==> config.mk <==
export PLATFORM = sky130hd
export DESIGN_NAME = seven_segment_telemetry_scanner
export DESIGN_NICKNAME = d
export VERILOG_FILES = /design/src/hw/rtl/ssts_pkg.sv /design/src/hw/rtl/seven_segment_telemetry_scanner.sv /design/src/hw/rtl/ssts_store.sv /design/src/hw/rtl/ssts_decode.sv
export SDC_FILE = /design/constraint.sdc
export NUM_CORES = 1
export LEC_CHECK = 0
export BUFFER_PORTS_ARGS = -buffer_cell sky130_fd_sc_hd__buf_4
export CAP_MARGIN = 20
export CORE_AREA = 5 5 118 120
export CTS_BUF_LIST = sky130_fd_sc_hd__clkbuf_8
export DETAILED_ROUTE_END_ITERATION = 6
export DIE_AREA = 0 0 123 125
export GPL_ROUTABILITY_DRIVEN = 0
export PLACE_DENSITY_LB_ADDON = 0.3
export SLEW_MARGIN = 0
export SYNTH_ARGS = -nofsm -noshare
export SYNTH_HDL_FRONTEND = slang
export SYNTH_SLANG_ARGS = --single-unit
==> constraint.sdc <==
create_clock -name aclk -period 8 [get_ports aclk]
set_clock_uncertainty 0.1 [all_clocks]
set_input_delay 0.4 -clock aclk [delete_from_list [all_inputs] [get_ports aclk]]
set_output_delay 0.4 -clock aclk [all_outputs]
set_load 0.01 [all_outputs]
==> src/hw/rtl/ssts_pkg.sv <==
// Shared types, constants and decimal lookup tables for the seven-segment telemetry scanner.
// No dependencies; used by ssts_store, ssts_decode and the top level.
package ssts_pkg;

    // Display position code, wide enough for every scan slot
    localparam int POS_W = 3;
    typedef logic [POS_W-1:0] pos_t;

    // Named scan positions
    localparam pos_t POS_ANGLE_ONES     = 3'd0;
    localparam pos_t POS_ANGLE_TENS     = 3'd1;
    localparam pos_t POS_ANGLE_HUNDREDS = 3'd2;
    localparam pos_t POS_MINUS          = 3'd3;
    localparam pos_t POS_SPEED_ONES     = 3'd4;
    localparam pos_t POS_SPEED_TENS     = 3'd5;
    localparam pos_t POS_SPEED_HUNDREDS = 3'd6;

    // Command codes on the input word
    localparam logic CMD_TICK   = 1'b0;
    localparam logic CMD_UPDATE = 1'b1;

    // Active-low segment codes, bit 7 is the decimal point
    localparam logic [7:0] SEG_DP_MASK = 8'h7f;
    localparam logic [7:0] SEG_MINUS   = 8'hbf;
    localparam logic [7:0] SEG_BLANK   = 8'hff;

    typedef logic [7:0] seg_table_t [10];
    localparam seg_table_t SEG_DIGITS = '{
        8'hc0, 8'hf9, 8'ha4, 8'hb0, 8'h99, 8'h92, 8'h82, 8'hf8, 8'h80, 8'h90
    };

    // Digit select per position (one-hot, board wiring order)
    typedef logic [7:0] sel_table_t [7];
    localparam sel_table_t POS_SELECT = '{
        8'h10, 8'h20, 8'h40, 8'h80, 8'h01, 8'h02, 8'h04
    };

    // Stored display digits in BCD, plus the reverse flag
    typedef struct packed {
        logic [3:0] angle_hundreds;
        logic [3:0] angle_tens;
        logic [3:0] angle_ones;
        logic       reverse;
        logic [3:0] speed_hundreds;
        logic [3:0] speed_tens;
        logic [3:0] speed_ones;
    } digits_t;

    // BCD of angle in tenths: (a & 0x7f) * 18, thousands digit dropped
    typedef logic [11:0] angle_bcd_table_t [128];
    // BCD of speed: byte * 2
    typedef logic [11:0] speed_bcd_table_t [256];

    function automatic angle_bcd_table_t build_angle_bcd();
        angle_bcd_table_t t;
        int v;
        for (int i = 0; i < 128; i++) begin
            v = i * 18;
            t[i] = {4'((v % 1000) / 100), 4'((v % 100) / 10), 4'(v % 10)};
        end
        return t;
    endfunction

    function automatic speed_bcd_table_t build_speed_bcd();
        speed_bcd_table_t t;
        int v;
        for (int i = 0; i < 256; i++) begin
            v = i * 2;
            t[i] = {4'((v % 1000) / 100), 4'((v % 100) / 10), 4'(v % 10)};
        end
        return t;
    endfunction

    localparam angle_bcd_table_t ANGLE_BCD = build_angle_bcd();
    localparam speed_bcd_table_t SPEED_BCD = build_speed_bcd();

    // Digit to segment pattern; codes above nine never occur
    function automatic logic [7:0] seg_of(input logic [3:0] d);
        logic [7:0] p;
        if (d < 4'd10) begin
            p = SEG_DIGITS[d];
        end else begin
            p = SEG_BLANK;
        end
        return p;
    endfunction

endpackage

==> src/hw/rtl/seven_segment_telemetry_scanner.sv <==
// Seven-segment telemetry scanner: takes one word per cycle while the output is not
// stalled and returns one display word per scan tick; an update word (command 1) loads
// speed and angle and returns nothing. Each word passes an input register and, for ticks,
// an output register, which holds the tick's display word on the m_ ports. While m_ready
// holds, the sustained rate is one word per cycle in and one display word per tick out;
// the output register lets the next word enter while a result waits for m_ready. Updates
// take effect for every tick that follows them. Ticks step through seven positions:
// angle ones, tens with decimal point, hundreds (blank when zero), minus sign (only in
// reverse), speed ones, tens (blank below ten), hundreds (blank when zero). Segments are
// active low; digit_enable is zero for a blanked position.
// Depends on ssts_pkg, ssts_store and ssts_decode.
module seven_segment_telemetry_scanner #(
    parameter int POSITION_COUNT = 7
) (
    input  logic       aclk,
    input  logic       aresetn,
    input  logic       s_valid,
    output logic       s_ready,
    input  logic       s_command,
    input  logic [7:0] s_angle_byte,
    input  logic [7:0] s_speed_byte,
    output logic       m_valid,
    input  logic       m_ready,
    output logic [7:0] m_digit_enable,
    output logic [7:0] m_segment_pattern
);
    import ssts_pkg::*;

    localparam int CNT_W = $clog2(POSITION_COUNT);
    localparam logic [CNT_W-1:0] LAST_POS = CNT_W'(POSITION_COUNT - 1);

    // Input register
    logic       in_valid_reg;
    logic       in_command_reg;
    logic [7:0] in_angle_reg;
    logic [7:0] in_speed_reg;

    // Output register
    logic       out_valid_reg;
    logic [7:0] out_enable_reg;
    logic [7:0] out_pattern_reg;

    logic [CNT_W-1:0] pos_reg;
    logic [CNT_W-1:0] pos_next;

    logic       out_free;
    logic       advance;
    logic       tick_fire;
    logic       update_fire;
    digits_t    digits;
    logic [7:0] dec_enable;
    logic [7:0] dec_pattern;

    // Handshake: an update always leaves; a tick needs room in the output register
    assign out_free    = !out_valid_reg || m_ready;
    assign advance     = in_valid_reg && ((in_command_reg == CMD_UPDATE) || out_free);
    assign tick_fire   = advance && (in_command_reg == CMD_TICK);
    assign update_fire = advance && (in_command_reg == CMD_UPDATE);
    assign s_ready     = !in_valid_reg || advance;

    assign pos_next = (pos_reg >= LAST_POS) ? '0 : pos_reg + 1'b1;

    ssts_store u_store (
        .aclk       (aclk),
        .aresetn    (aresetn),
        .wr_en      (update_fire),
        .angle_byte (in_angle_reg),
        .speed_byte (in_speed_reg),
        .digits     (digits)
    );

    ssts_decode u_decode (
        .pos             (pos_t'(pos_reg)),
        .digits          (digits),
        .digit_enable    (dec_enable),
        .segment_pattern (dec_pattern)
    );

    // Control registers
    always_ff @(posedge aclk) begin
        if (!aresetn) begin
            in_valid_reg  <= 1'b0;
            out_valid_reg <= 1'b0;
            pos_reg       <= '0;
        end else begin
            if (s_ready) begin
                in_valid_reg <= s_valid;
            end
            if (tick_fire) begin
                out_valid_reg <= 1'b1;
                pos_reg       <= pos_next;
            end else if (m_ready) begin
                out_valid_reg <= 1'b0;
            end
        end
    end

    // Payload registers
    always_ff @(posedge aclk) begin
        if (s_ready && s_valid) begin
            in_command_reg <= s_command;
            in_angle_reg   <= s_angle_byte;
            in_speed_reg   <= s_speed_byte;
        end
        if (tick_fire) begin
            out_enable_reg  <= dec_enable;
            out_pattern_reg <= dec_pattern;
        end
    end

    assign m_valid           = out_valid_reg;
    assign m_digit_enable    = out_enable_reg;
    assign m_segment_pattern = out_pattern_reg;

endmodule

==> src/hw/rtl/ssts_store.sv <==
// Telemetry store: converts an update word to BCD display digits and holds them.
// Depends on ssts_pkg for the digit struct and the conversion tables.
module ssts_store (
    input  logic              aclk,
    input  logic              aresetn,
    input  logic              wr_en,
    input  logic [7:0]        angle_byte,
    input  logic [7:0]        speed_byte,
    output ssts_pkg::digits_t digits
);
    import ssts_pkg::*;

    digits_t    digits_reg;
    digits_t    digits_next;
    logic [11:0] angle_bcd;
    logic [11:0] speed_bcd;

    // Table lookups for the decimal digits
    always_comb begin
        angle_bcd = ANGLE_BCD[angle_byte[6:0]];
        speed_bcd = SPEED_BCD[speed_byte];
        digits_next.angle_hundreds = angle_bcd[11:8];
        digits_next.angle_tens     = angle_bcd[7:4];
        digits_next.angle_ones     = angle_bcd[3:0];
        digits_next.reverse        = angle_byte[7];
        digits_next.speed_hundreds = speed_bcd[11:8];
        digits_next.speed_tens     = speed_bcd[7:4];
        digits_next.speed_ones     = speed_bcd[3:0];
    end

    // Digit registers, zero after reset
    always_ff @(posedge aclk) begin
        if (!aresetn) begin
            digits_reg <= '0;
        end else if (wr_en) begin
            digits_reg <= digits_next;
        end
    end

    assign digits = digits_reg;

endmodule

==> src/hw/rtl/ssts_decode.sv <==
// Position decoder: picks the digit and segment pattern for one scan position.
// Depends on ssts_pkg for segment codes, position codes and the digit struct.
module ssts_decode (
    input  ssts_pkg::pos_t    pos,
    input  ssts_pkg::digits_t digits,
    output logic [7:0]        digit_enable,
    output logic [7:0]        segment_pattern
);
    import ssts_pkg::*;

    logic show;

    // Pattern and blanking per position
    always_comb begin
        segment_pattern = SEG_BLANK;
        show            = 1'b0;
        case (pos)
            POS_ANGLE_ONES: begin
                segment_pattern = seg_of(digits.angle_ones);
                show            = 1'b1;
            end
            POS_ANGLE_TENS: begin
                segment_pattern = seg_of(digits.angle_tens) & SEG_DP_MASK;
                show            = 1'b1;
            end
            POS_ANGLE_HUNDREDS: begin
                segment_pattern = seg_of(digits.angle_hundreds);
                show            = (digits.angle_hundreds != 4'd0);
            end
            POS_MINUS: begin
                segment_pattern = SEG_MINUS;
                show            = digits.reverse;
            end
            POS_SPEED_ONES: begin
                segment_pattern = seg_of(digits.speed_ones);
                show            = 1'b1;
            end
            POS_SPEED_TENS: begin
                // blank only when the whole speed is below ten
                segment_pattern = seg_of(digits.speed_tens);
                show            = (digits.speed_tens != 4'd0) ||
                                  (digits.speed_hundreds != 4'd0);
            end
            POS_SPEED_HUNDREDS: begin
                segment_pattern = seg_of(digits.speed_hundreds);
                show            = (digits.speed_hundreds != 4'd0);
            end
            default: begin
                segment_pattern = SEG_BLANK;
                show            = 1'b0;
            end
        endcase
    end

    assign digit_enable = (show && (pos <= POS_SPEED_HUNDREDS)) ? POS_SELECT[pos] : 8'h00;

endmodule

# Yosys cells after proc, flatten, opt, wreduce, memory -nomap -nowiden
# Memories as Yosys holds them, arrays and structs flattened. A register that Yosys moved wholly into a read port is not among the register bits.
# Index checks and enable logic that the tools add are counted.
[word_totals] reg_bits=31 rom_bits=5440 in_bits=21 out_inout_bits=18 wordCells=91 mem_count=9
[classes] n_addsub=1 order_cmp=14 eq_ne=6 n_mux=23 bitwise_logic=10 n_reduce_logical=20
[mem_list] name="(name not given)" words=256 width=12 read_ports=1 rd_clocked_by_memory_dff=1 wr=0 line_no="ssts_store.sv:21" source="speed_bcd = SPEED_BCD[speed_byte];"
[mem_list] name="(name not given)" words=128 width=12 read_ports=1 rd_clocked_by_memory_dff=1 wr=0 line_no="ssts_store.sv:20" source="angle_bcd = ANGLE_BCD[angle_byte[6:0]];"
[mem_list] name="(name not given)" words=16 width=8 read_ports=1 rd_clocked_by_memory_dff=0 wr=0 line_no="ssts_pkg.sv:81" source="p = SEG_DIGITS[d];"
[mem_list] name="(name not given)" words=16 width=8 read_ports=1 rd_clocked_by_memory_dff=0 wr=0 line_no="ssts_pkg.sv:81"
[mem_list] name="(name not given)" words=16 width=8 read_ports=1 rd_clocked_by_memory_dff=0 wr=0 line_no="ssts_pkg.sv:81"
[mem_list] name="(name not given)" words=16 width=8 read_ports=1 rd_clocked_by_memory_dff=0 wr=0 line_no="ssts_pkg.sv:81"
[mem_list] name="3 more memories"
[ops] operator="8-bit 2-to-1 mux" count=15
[ops] operator="8-bit case mux with 7 select lines" count=1
[ops] operator="5-bit >= comparator (second input constant)" count=6
[ops] operator="4-bit inverter with 5-bit output" count=6
[ops] operator="4-bit less-than comparator (second input constant)" count=6
[ops] operator="7-bit 2-to-1 mux" count=3
[ops] operator="4-bit nonzero test" count=3
[ops] operator="3-bit == test (second input constant)" count=3
[ops] operator="8-bit inverter with 9-bit output" count=1
[ops] operator="7-bit inverter with 8-bit output" count=1
[ops] operator="3-bit by 2-bit == test with 1-bit output (second input constant)" count=2
[ops] operator="1-bit logical AND" count=5
[ops] operator="1-bit zero test" count=5
[ops] operator="1-bit case mux with 5 select lines" count=1
[ops] operator="1-bit logical OR" count=4
[ops] operator="3-bit inverter with 4-bit output" count=1
[ops] operator="3-bit by 1-bit adder with 3-bit output (second input constant)" count=1
[ops] operator="3-bit by 1-bit == test with 1-bit output (second input constant)" count=1
[ops] operator="3-bit >= comparator (second input constant)" count=1
[ops] operator="3-bit <= comparator (second input constant)" count=1
[ops] operator="3-bit zero test" count=1
[ops] operator="3-bit 2-to-1 mux" count=1
[ops] operator="3-bit OR reduction" count=1
[ops] operator="1-bit 2-to-1 mux" count=2
[ops] operator="2 further kinds" count=2

# Depth between registers and ports, before layout
[depth] depth_word=6 depth_mapped=10 mapped_depth_nobuf=8

# Modules after synthesis
# Synthesis repeated with hierarchy kept, for this count alone.
[hier_totals] cells_unflattened=892 hier_area_um2=6881.6
[by_module_without_submodules] module="ssts_store" n_inst=1 cells_each=611 area_each_um2=4122.7 seq_area_each_um2=440.4
[by_module_without_submodules] module="ssts_decode" n_inst=1 cells_each=220 area_each_um2=1516.5 seq_area_each_um2=0.0
[by_module_without_submodules] module="seven_segment_telemetry_scanner" n_inst=1 cells_each=61 area_each_um2=1242.4 seq_area_each_um2=1091.0

# Least setup slack after synthesis
# OpenSTA, ideal clock, no wires.
[synth_path] kind="reg2reg" start="register in_angle_reg[1]" end="register u_store.digits[18] (netlist name)" setup_time_ps=119 t_arrival_ps=2443 required_time_ps=7781 setup_slack_ps=5339 stages_incl_launch_ff=9 path_buffers=2 period_less_slack_ps=2661 cell_sequence="edfxtp_1 buf_2 inv_1 ha_1 clkbuf_1 mux4_2 mux4_2 and2_1 o221a_1"
[synth_via] elab_chain_len=1
[synth_lines] element="start: declaration" line_no="seven_segment_telemetry_scanner.sv:35" source="logic [7:0] in_angle_reg;"
[synth_lines] element="start signal: assignment" line_no="seven_segment_telemetry_scanner.sv:102" source="in_angle_reg <= s_angle_byte;"
[synth_lines] element="7-bit inverter with 8-bit output (not written as such)" line_no="ssts_store.sv:20"
# No other way between the ends.
# A chain may end at the register's enable or synchronous reset.

# Worst setup path in the final report
[layout_path] start="register in_angle_reg[1]" end="register u_store.digits[19] (netlist name)"
[layout_via] elab_chain_len=1
[layout_lines] element="7-bit inverter with 8-bit output (not written as such)" line_no="ssts_store.sv:20"
# No other way between the ends.

==> results.yml <==
outcome:
  outcome: "finished clean"
critical_path:
  cp.required_ps: 8200
  crit_type: "reg2reg"
  cp.arrival_ps: 3240
  worst-path-max-fanout: 16
  crit_path_start_kind: "flop"
  reg2reg_depth: 7
  reg2reg_from: "in_angle_reg[1]"
  crit_start: "in_angle_reg[1]"
  cp-endpoint: "u_store.digits[19]"
  end_kind: "flop"
  r2r_end: "u_store.digits[19]"
  regToRegSetupSlack_ps: 4960
placement:
  placed_cells: 974
  numPortBuffers: 37
  place_ws_ps: 5020
  hpwl_mm: 11.9
cells_and_area:
  drive_gt1_share_pct: 11.9
  areaGrowthSynthToFinish_pct: 6.33
  n_antenna_cell: 0
  fin_util_pct: 53.2
  fillCellCount: 1227
  layout_common_cells: "nand2_1, o21ai_0, a21oi_1"
  multi_input_area_mm2: 0.00446
  final_nets: 873
  final_cells: 990
  final_common_cell: "nand2_1"
  largest_reg_flops: 22
  final-seq-area_mm2: 0.00150
power_and_ir_drop:
  power_frac_comb_pct: 28.4
  powerDensity_mw_per_mm2: 129
  sw_frac_of_total_pct: 33.2
  seq_power_share_pct: 40.7
  p_leak_nw: 2.57
  clkPwrFrac_pct: 30.9
  peakVddDrop_uv: 121
  p_int_w: 0.000589
  switchingPower_w: 0.000293
  total_power_w: 0.000881
synth:
  syn_area_per_cell_um2: 7.75
  synthArstFlopShare_pct: 0
  synth_fp_nets: 895
  synthTopCellsByArea: "edfxtp_1, dfxtp_1, ha_1"
  syn_area_mm2: 0.00644
  ys.flop_type: "edfxtp_1"
  yosysTopAreaCell: "edfxtp_1"
  netlist_instances: 831
  ys_seq_area_share_pct: 23.3
  yosys_warnings: 0
  ys_ff_latch: 59
  synth_edf_count: 32
  synth_cell_type_count: 72
  synth_top_area_share_pct: 14.9
flow_run:
  cap_viol_max_count: 0
hold_path:
  hold_class: "in2reg"
clocking:
  cts_max_level: 3
  clk_latency_ps: 360
  cts_buffers: 9
  cts_sinks: 59
  post-cts-setup-buffer-count: 0
  clock_path_buffers: 2
  clockRootBuffer: "clkbuf_8"
  cts_resized: 0
  path_clk_slew_ps: 70
  hold_buffers: 0
  cts_tree: "yes"
timing:
  setup_violations: 0
  rsz0062_at_grt: "false"
  min_period_ps: 3040
  layout_setup_ws_ps: 4960
  hold_violations: 0
  finalCritPeriodShare_pct: 38.0
  max_slew_margin_pct: 45.2
  tns_ps: 0
  worst_pin_slew_ps: 822
  max_freq_mhz: 329
  final_max_slew_viol_count: 0
global_routing:
  grt_pass1_wl_mm: 28.1
  grt_pass1_vias: 5686
  grt_antenna_before_repair: 0
  grt_usage_pct: 22.1
  grt_max_degree: 70
  grt_overflow: 0
floorplan:
  dieArea_mm2: 0.0154
  die_x_um: 123
  io_pins: 39
  start_util_pct: 50.0
  coreArea_mm2: 0.0129
  die_h_um: 125
  std_cell_rows: 42
detailed_routing:
  drt_first_pass_iters: 5
  drt-total-wl_mm: 17.1
  viasPerCell: 6.45
  postRouteAntennaNets: 0
  via_count: 6387
  drc: 0
  drtIter0Drc: 904
  route.detailed.wl_per_inst_um: 17.2
## how the worst min path moves through the flow
stage | startpoint | to | slack [ps] | cells after the start
after floorplan | u_store.digits[12] | u_store.digits[12] | 340 | 2
after global placement | u_store.digits[12] | u_store.digits[12] | 400 | 2
after detailed placement | u_store.digits[12] | u_store.digits[12] | 400 | 2
after CTS | s_speed_byte[6] | in_speed_reg[6] | 90 | 1
after global routing | s_speed_byte[3] | in_speed_reg[3] | 90 | 1
final | s_speed_byte[0] | in_speed_reg[0] | 110 | 1
## per-stage QoR
step,hold slack (ps),instance area [um2]
after floorplan,344,6440
after global placement,400,6660
after detailed placement,403,6660
after CTS,87.3,6850
after global routing,91.0,6850
final,107,6850
## cell families (layout without fill, tap and decap cells)
group | after synthesis | in the layout | share of synthesized area (%)
AO/OA/AOI/OAI | 287 | 287 | 28.6
XOR/XNOR | 9 | 9 | 1.22
adder cells (fa/ha/maj) | 45 | 45 | 8.66
buffers and inverters | 114 | 97 | 7.48
flip-flops | 59 | 59 | 23.3
multiplexers | 43 | 43 | 10.3
other | 1 | 1 | 0.0582
AND/OR/NAND/NOR | 273 | 273 | 20.4
## power groups by stage
stage | sequential, W | clock, W | combinational, W
final | 0.000359 | 0.000272 | 0.000250
after detailed placement | 0.000365 | 0 | 0.000244
after CTS | 0.000358 | 0.000281 | 0.000245
after global routing | 0.000361 | 0.000292 | 0.000276
after global placement | 0.000364 | 0 | 0.000237
after floorplan | 0.000352 | 0 | 0.000200
## routing by layer
layer / GRT usage [%] / up-vias / wire [um]
met3: 4.16 / 48 / 1400
met1: 31.1 / 2965 / 7480
met2: 33.6 / 346 / 7730
met5: 0 / - / 0
li1: - / 3028 / -
met4: 8.47 / 0 / 455
## worst max-delay path, stage by stage (launching register included)
cell      delay (ps)
edfxtp_1         640
inv_1            350
ha_1             490
nor2_1           130
a21o_1           180
mux4_2           450
mux4_2           500
a21oi_2          140
## synthesized netlist by cell type, drive strengths merged, types with 3 or more instances
library cell,number
a211oi,19
a21boi,7
a21o,7
a21oi,70
a221oi,8
a311o,3
a311oi,4
a31oi,20
and2,12
and3,5
buf,34
clkbuf,45
dfxtp,27
edfxtp,32
ha,43
inv,33
mux2,5
mux2i,20
mux4,18
nand2,85
nand2b,24
nand3,18
nand3b,3
nand4,4
nor2,60
nor2b,16
nor3,21
nor3b,3
nor4,6
o2111ai,3
o211ai,16
o21a,3
o21ai,73
o21bai,5
o221ai,5
o22ai,12
o311ai,4
o31ai,3
or2,6
or3,4
xnor2,5
xor2,4
## layout make-up
cell class,count,share of cell area [%]
multi-input cells,658,65.1
clock inverters,6,0.804
flip-flops and latches,59,21.9
inverters,35,1.92
repair buffers,46,5.04
well taps,176,3.22
clock buffers,10,2.01
No activity file was read; power rests on OpenSTA's default activity.
